**src/hw/rtl/gfpe_pkg.sv**
```systemverilog
// Shared types and constants of the gray framebuffer pixel engine.
package gfpe_pkg;

  // Operation codes carried by an input item.
  typedef enum logic [1:0] {
    OP_SET  = 2'd0,
    OP_DRAW = 2'd1,
    OP_GET  = 2'd2
  } op_t;

  // Configuration register indexes.
  localparam logic [1:0] CFG_WEIGHT_RED   = 2'd0;
  localparam logic [1:0] CFG_WEIGHT_GREEN = 2'd1;
  localparam logic [1:0] CFG_WEIGHT_BLUE  = 2'd2;
  localparam logic [1:0] CFG_RB_SCALE     = 2'd3;

  localparam int unsigned CFG_DATA_W = 10;
  localparam int unsigned LEVEL_MAX  = 15;

  localparam logic [9:0] WEIGHT_RED_RST   = 10'd77;
  localparam logic [9:0] WEIGHT_GREEN_RST = 10'd150;
  localparam logic [9:0] WEIGHT_BLUE_RST  = 10'd29;
  localparam logic [4:0] RB_SCALE_RST     = 5'd17;

  // Commands from the controller to the datapath.
  typedef struct packed {
    logic clear;   // write zero at the clear pointer and advance it
    logic load;    // capture an accepted input item
    logic finish;  // commit the item and load the output register
  } gfpe_cmd_t;

  // Status from the datapath to the controller.
  typedef struct packed {
    logic clear_last;  // clear pointer is at the last byte
  } gfpe_sts_t;

endpackage

```
**src/hw/rtl/gfpe_ctrl.sv**
```systemverilog
// Controller state machine of the gray framebuffer pixel engine.
module gfpe_ctrl (
  input  logic               clk,
  input  logic               rst_n,
  input  logic               in_valid,
  output logic               in_stall,
  output logic               out_valid,
  input  logic               out_stall,
  input  gfpe_pkg::gfpe_sts_t sts,
  output gfpe_pkg::gfpe_cmd_t cmd
);

  typedef enum logic [1:0] {
    ST_CLEAR,
    ST_IDLE,
    ST_EXEC,
    ST_FINISH
  } state_t;

  state_t state_r;
  logic   out_valid_r;

  always_comb begin
    cmd.clear  = (state_r == ST_CLEAR);
    cmd.load   = (state_r == ST_IDLE) && in_valid;
    cmd.finish = (state_r == ST_FINISH) && (!out_valid_r || !out_stall);
  end

  assign in_stall  = (state_r != ST_IDLE);
  assign out_valid = out_valid_r;

  always_ff @(posedge clk) begin
    if (!rst_n) begin
      state_r     <= ST_CLEAR;
      out_valid_r <= 1'b0;
    end else begin
      case (state_r)
        ST_CLEAR: begin
          if (sts.clear_last) state_r <= ST_IDLE;
        end
        ST_IDLE: begin
          if (in_valid) state_r <= ST_EXEC;
        end
        ST_EXEC: begin
          state_r <= ST_FINISH;
        end
        ST_FINISH: begin
          if (cmd.finish) state_r <= ST_IDLE;
        end
        default: begin
          state_r <= ST_CLEAR;
        end
      endcase
      if (cmd.finish) begin
        out_valid_r <= 1'b1;
      end else if (!out_stall) begin
        out_valid_r <= 1'b0;
      end
    end
  end

  a_rise_from_finish: assert property (@(posedge clk) disable iff (!rst_n)
    $rose(out_valid_r) |-> $past(state_r == ST_FINISH))
    else $error("result appeared without a finishing item");

  a_finish_shows: assert property (@(posedge clk) disable iff (!rst_n)
    cmd.finish |=> out_valid_r)
    else $error("finished item did not reach the output register");

  a_load_exec: assert property (@(posedge clk) disable iff (!rst_n)
    cmd.load |=> (state_r == ST_EXEC))
    else $error("accepted item did not start execution");

  a_no_load_in_clear: assert property (@(posedge clk) disable iff (!rst_n)
    cmd.clear |-> !cmd.load && !cmd.finish)
    else $error("item activity during the clearing pass");

endmodule

```
**config.mk**
```make
export PLATFORM = sky130hd
export DESIGN_NAME = gfpe_ctrl
export DESIGN_NICKNAME = d
export VERILOG_FILES = /design/src/hw/rtl/gfpe_pkg.sv /design/src/hw/rtl/gfpe_ctrl.sv
export SDC_FILE = /design/constraint.sdc
export NUM_CORES = 1
export LEC_CHECK = 0
export BUFFER_PORTS_ARGS = -buffer_cell sky130_fd_sc_hd__buf_4
export CAP_MARGIN = 5
export CORE_AREA = 2 2 39 41
export DETAILED_ROUTE_END_ITERATION = 6
export DIE_AREA = 0 0 41 43
export SYNTH_ARGS = -nofsm -noshare
export SYNTH_HDL_FRONTEND = slang
export SYNTH_SLANG_ARGS = --single-unit
```
**constraint.sdc**
```tcl
create_clock -name clk -period 3.85 [get_ports clk]
set_input_delay 0.77 -clock clk [delete_from_list [all_inputs] [get_ports clk]]
set_output_delay 0.77 -clock clk [all_outputs]
set_load 0.005 [all_outputs]
```
### Word-level counts from Yosys, hierarchy flattened

Cells that the tools add are included.

* equal/unequal tests: 8
* multiplexer cells: 6
* reduce and logical (&&, ||, !) cells: 7

Operators with widths (count)
* $pmux 2 s4: 1
* $mux 2: 3
* $ne 2x2->1 const B: 3
* $eq 2x2->1 const B: 2
* $ne 2x1->1 const B: 2
* $reduce_and 3->1: 1
* $eq 2x1->1 const B: 1
* $logic_and 1x1->1: 2
* $logic_not 1->1: 2
* $logic_not 2->1: 1
* $mux 1: 2
* $logic_or 1x1->1: 1

* bits of input ports: 5
* register bits after elaboration: 3

### Longest topological paths before layout

* word-level depth: 5
* depth in mapped cells: 5
* mapped depth without buffers: 5

### Least setup slack after synthesis

Ideal clock, no wire load.

* path kind: in2out
* start: input out_stall
* end: output cmd[0] (netlist bit)
* stages: 2
* slack: 1.971 ns
* buffers on the path: 0
* arrival: 1.109 ns
* data required time: 3.080 ns
* cell sequence: and2_4 -> and2b_2

RTL lines
* start, declared: line gfpe_ctrl.sv:8 `input logic out_stall,`
* end, declared: line gfpe_ctrl.sv:10 `output gfpe_pkg::gfpe_cmd_t cmd`

==> impl_metrics.env <==
export IMPL_r2r_start="state_r[0]"
export IMPL_fin_crit_ns=2.08
export IMPL_setup_violations=0
export IMPL_portBuffers=9
export IMPL_die_x_um=41
export IMPL_critPathBufInv=2
export IMPL_drive_gt1_share_pct=40.0
export IMPL_critPathCapture="cmd[0]"
export IMPL_antenna_cells=0
export IMPL_worstSetupPathDepth=4
export IMPL_status="completed"
export IMPL_final_common_cell="buf_4"
export IMPL_reg2reg_depth=4
export IMPL_hold_viol=0
export IMPL_timing_rr_end="state_r[0]"
export IMPL_ctsResizeCount=0
export IMPL_layout_common_cells="9 x buf_4, 5 x inv_1, 4 x nand2_1"
export IMPL_startpoint="out_stall"
export IMPL_max_cap_violations=0
export IMPL_ant_nets=0
export IMPL_area_delta_synth_final_pct=59.9
export IMPL_synth_seq_cells=3
export IMPL_core_area_um2=1380
export IMPL_top_layer_used="met3"
export IMPL_r2r_setup_slack_ns=2.42
export IMPL_dr_first_iter_drc_count=3
export IMPL_synth_top_area_share_pct=31.6
export IMPL_ys_seq_area_share_pct=31.6
export IMPL_irDropWorstVdd_mv=0.108
export IMPL_start_util_pct=13.7
export IMPL_worst_slew_pin_transition_ns=0.485
export IMPL_synth_nets=30
export IMPL_die_h_um=43
export IMPL_arrival_ns=1.31
export IMPL_row_count=14
export IMPL_rsz0062_at_grt="no"
export IMPL_cts_clk_slew_worst_paths_ns=0.04
export IMPL_dp_hpwl_um=328
export IMPL_p_total_mw=0.176
export IMPL_clock_skew_ns=0.00124
export IMPL_antenna_found_initial=0
export IMPL_met3WireLength_um=52
export IMPL_nFillCells=166
export IMPL_clkLatencyLatePin_ns=0.23
export IMPL_track_usage_pct=5.41
export IMPL_final_area_um2=304
export IMPL_synthDistinctLibCells=10
export IMPL_cts_sinks=3
export IMPL_grt_pass1_wl_um=572
export IMPL_syn_inst=22
export IMPL_die_area_um2=1760
export IMPL_p_leak_nw=0.162
export IMPL_cp_common_cell="buf_4"
export IMPL_routed_via_count=184
export IMPL_relSlewSlack_pct=67.7
export IMPL_worstHoldPathType="reg -> reg"
export IMPL_wl_met1_um=157
export IMPL_routabilityCongestion=0.569
export IMPL_fin_tns_setup_ns=0
export IMPL_wl_per_cell_um=7.53
export IMPL_netlist_area_um2=190
export IMPL_crit_slowest_cell="and2b_2"
export IMPL_placed_area_um2=278
export IMPL_cts_hold_buf=0
export IMPL_ctsRootBufferMaster="clkbuf_4"
export IMPL_path_cells="buf_4, and2_4, and2b_2, buf_4"
export IMPL_crit_family="simple AND/OR/NAND/NOR gates"
export IMPL_yosys_top_cells_area="dfxtp_1 32%, ha_1 20%, mux2i_1 11%, inv_1 9.9%, nand2_1 7.9%"
export IMPL_layoutNonFillerInstCount=51
export IMPL_grt_max_degree=6
export IMPL_slew_violations=0
export IMPL_firstDrtPassIters=4
export IMPL_drcViolationCount=0
export IMPL_wl_met2_um=175
export IMPL_cts_buffers=3
export IMPL_viasPerCell=3.61
export IMPL_yosysTopAreaCell="dfxtp_1"
export IMPL_end_kind="output pin"
export IMPL_ctsHtreeMaxLevel=1
export IMPL_fin_crit_sh_pct=54.1
export IMPL_post_cts_setup_buffer_count=0
export IMPL_overflow=0
export IMPL_fin_util_pct=22.0
export IMPL_clockBufferDepth=2
export IMPL_ios=10
export IMPL_cts_tree="done"
export IMPL_criticalPathCategory="in -> out"
export IMPL_required_ns=3.08
export IMPL_syn_area_per_cell_um2=8.64
export IMPL_yosysWarnings=0
export IMPL_worstPathMaxFanout=3
export IMPL_timing_fmax_ghz=0.480
export IMPL_dp_cells=47
export IMPL_cp_start_kind="primary input"
export IMPL_grt_pass1_vias=166
export IMPL_wl_um=384
export IMPL_cpPeakStageDelay_ns=0.19
export IMPL_power_density_nw_per_um2=579
export IMPL_fin_nets=44
==> where the power goes <==
part | switching, mW | leakage (nW) | internal, mW | total (mW)
Combinational | 0.0323 | 0.123 | 0.0423 | 0.0746
Clock | 0.0155 | 0.0150 | 0.0388 | 0.0543
Sequential | 0.00713 | 0.0247 | 0.0400 | 0.0472
Total | 0.0549 | 0.162 | 0.121 | 0.176
==> worst min path at each step <==
stage                            end        from  cells past startpoint  slack [ns]
after floorplan           state_r[1]  state_r[1]                      2        0.45
after global placement    state_r[1]  state_r[1]                      2        0.47
after detailed placement  state_r[1]  state_r[1]                      2        0.48
after CTS                 state_r[1]  state_r[1]                      2        0.49
after global routing      state_r[1]  state_r[1]                      2        0.50
final                     state_r[1]  state_r[1]                      2        0.48
==> stage by stage <==
step / hold WS (ns) / setup slack [ns]
2_1_floorplan: 0.451 / 1.97
3_3_place_gp: 0.468 / 1.76
3_5_place_dp: 0.484 / 1.76
4_1_cts: 0.489 / 1.76
5_1_grt: 0.497 / 1.74
6_report: 0.484 / 1.77
==> per-layer routing <==
layer,GRT usage [%],up-vias
met5,0,-
met3,3.14,0
met2,6.88,8
li1,-,96
met4,6.00,0
met1,5.43,80
==> cells in the mapped netlist, drive strengths merged <==
cell type	count
o21a	1
and2	1
nand2	4
a222oi	1
nor2	1
mux2i	2
ha	3
dfxtp	3
and2b	1
inv	5
==> registers in the layout, indices dropped and copies added, names as in the netlist <==
name / flops
state_r: 2
out_valid: 1
==> tightest hold or removal path: stages (launching register included) <==
cell,delay [ns]
dfxtp_1,0.32
nand2_1,0.06
mux2i_1,0.06
==> cell families (layout without fill, tap and decap cells) <==
logic type	count (synthesis)	in the layout	synth area share (%)
AO/OA/AOI/OAI	2	2	9.21
adder cells (fa/ha/maj)	3	3	19.7
flip-flops	3	3	31.6
multiplexers	2	2	10.5
buffers and inverters	5	18	9.87
AND/OR/NAND/NOR	7	7	19.1
==> area by class of cell <==
cell class,instances,area [um^2],share of cell area [%]
multi-input cells,14,111,36.6
repair buffers,9,67.6,22.2
flip-flops and latches,3,60.1,19.8
clock buffers,4,26.3,8.64
well taps,16,20.0,6.58
inverters,5,18.8,6.17
(Power assumes the default switching activity.)
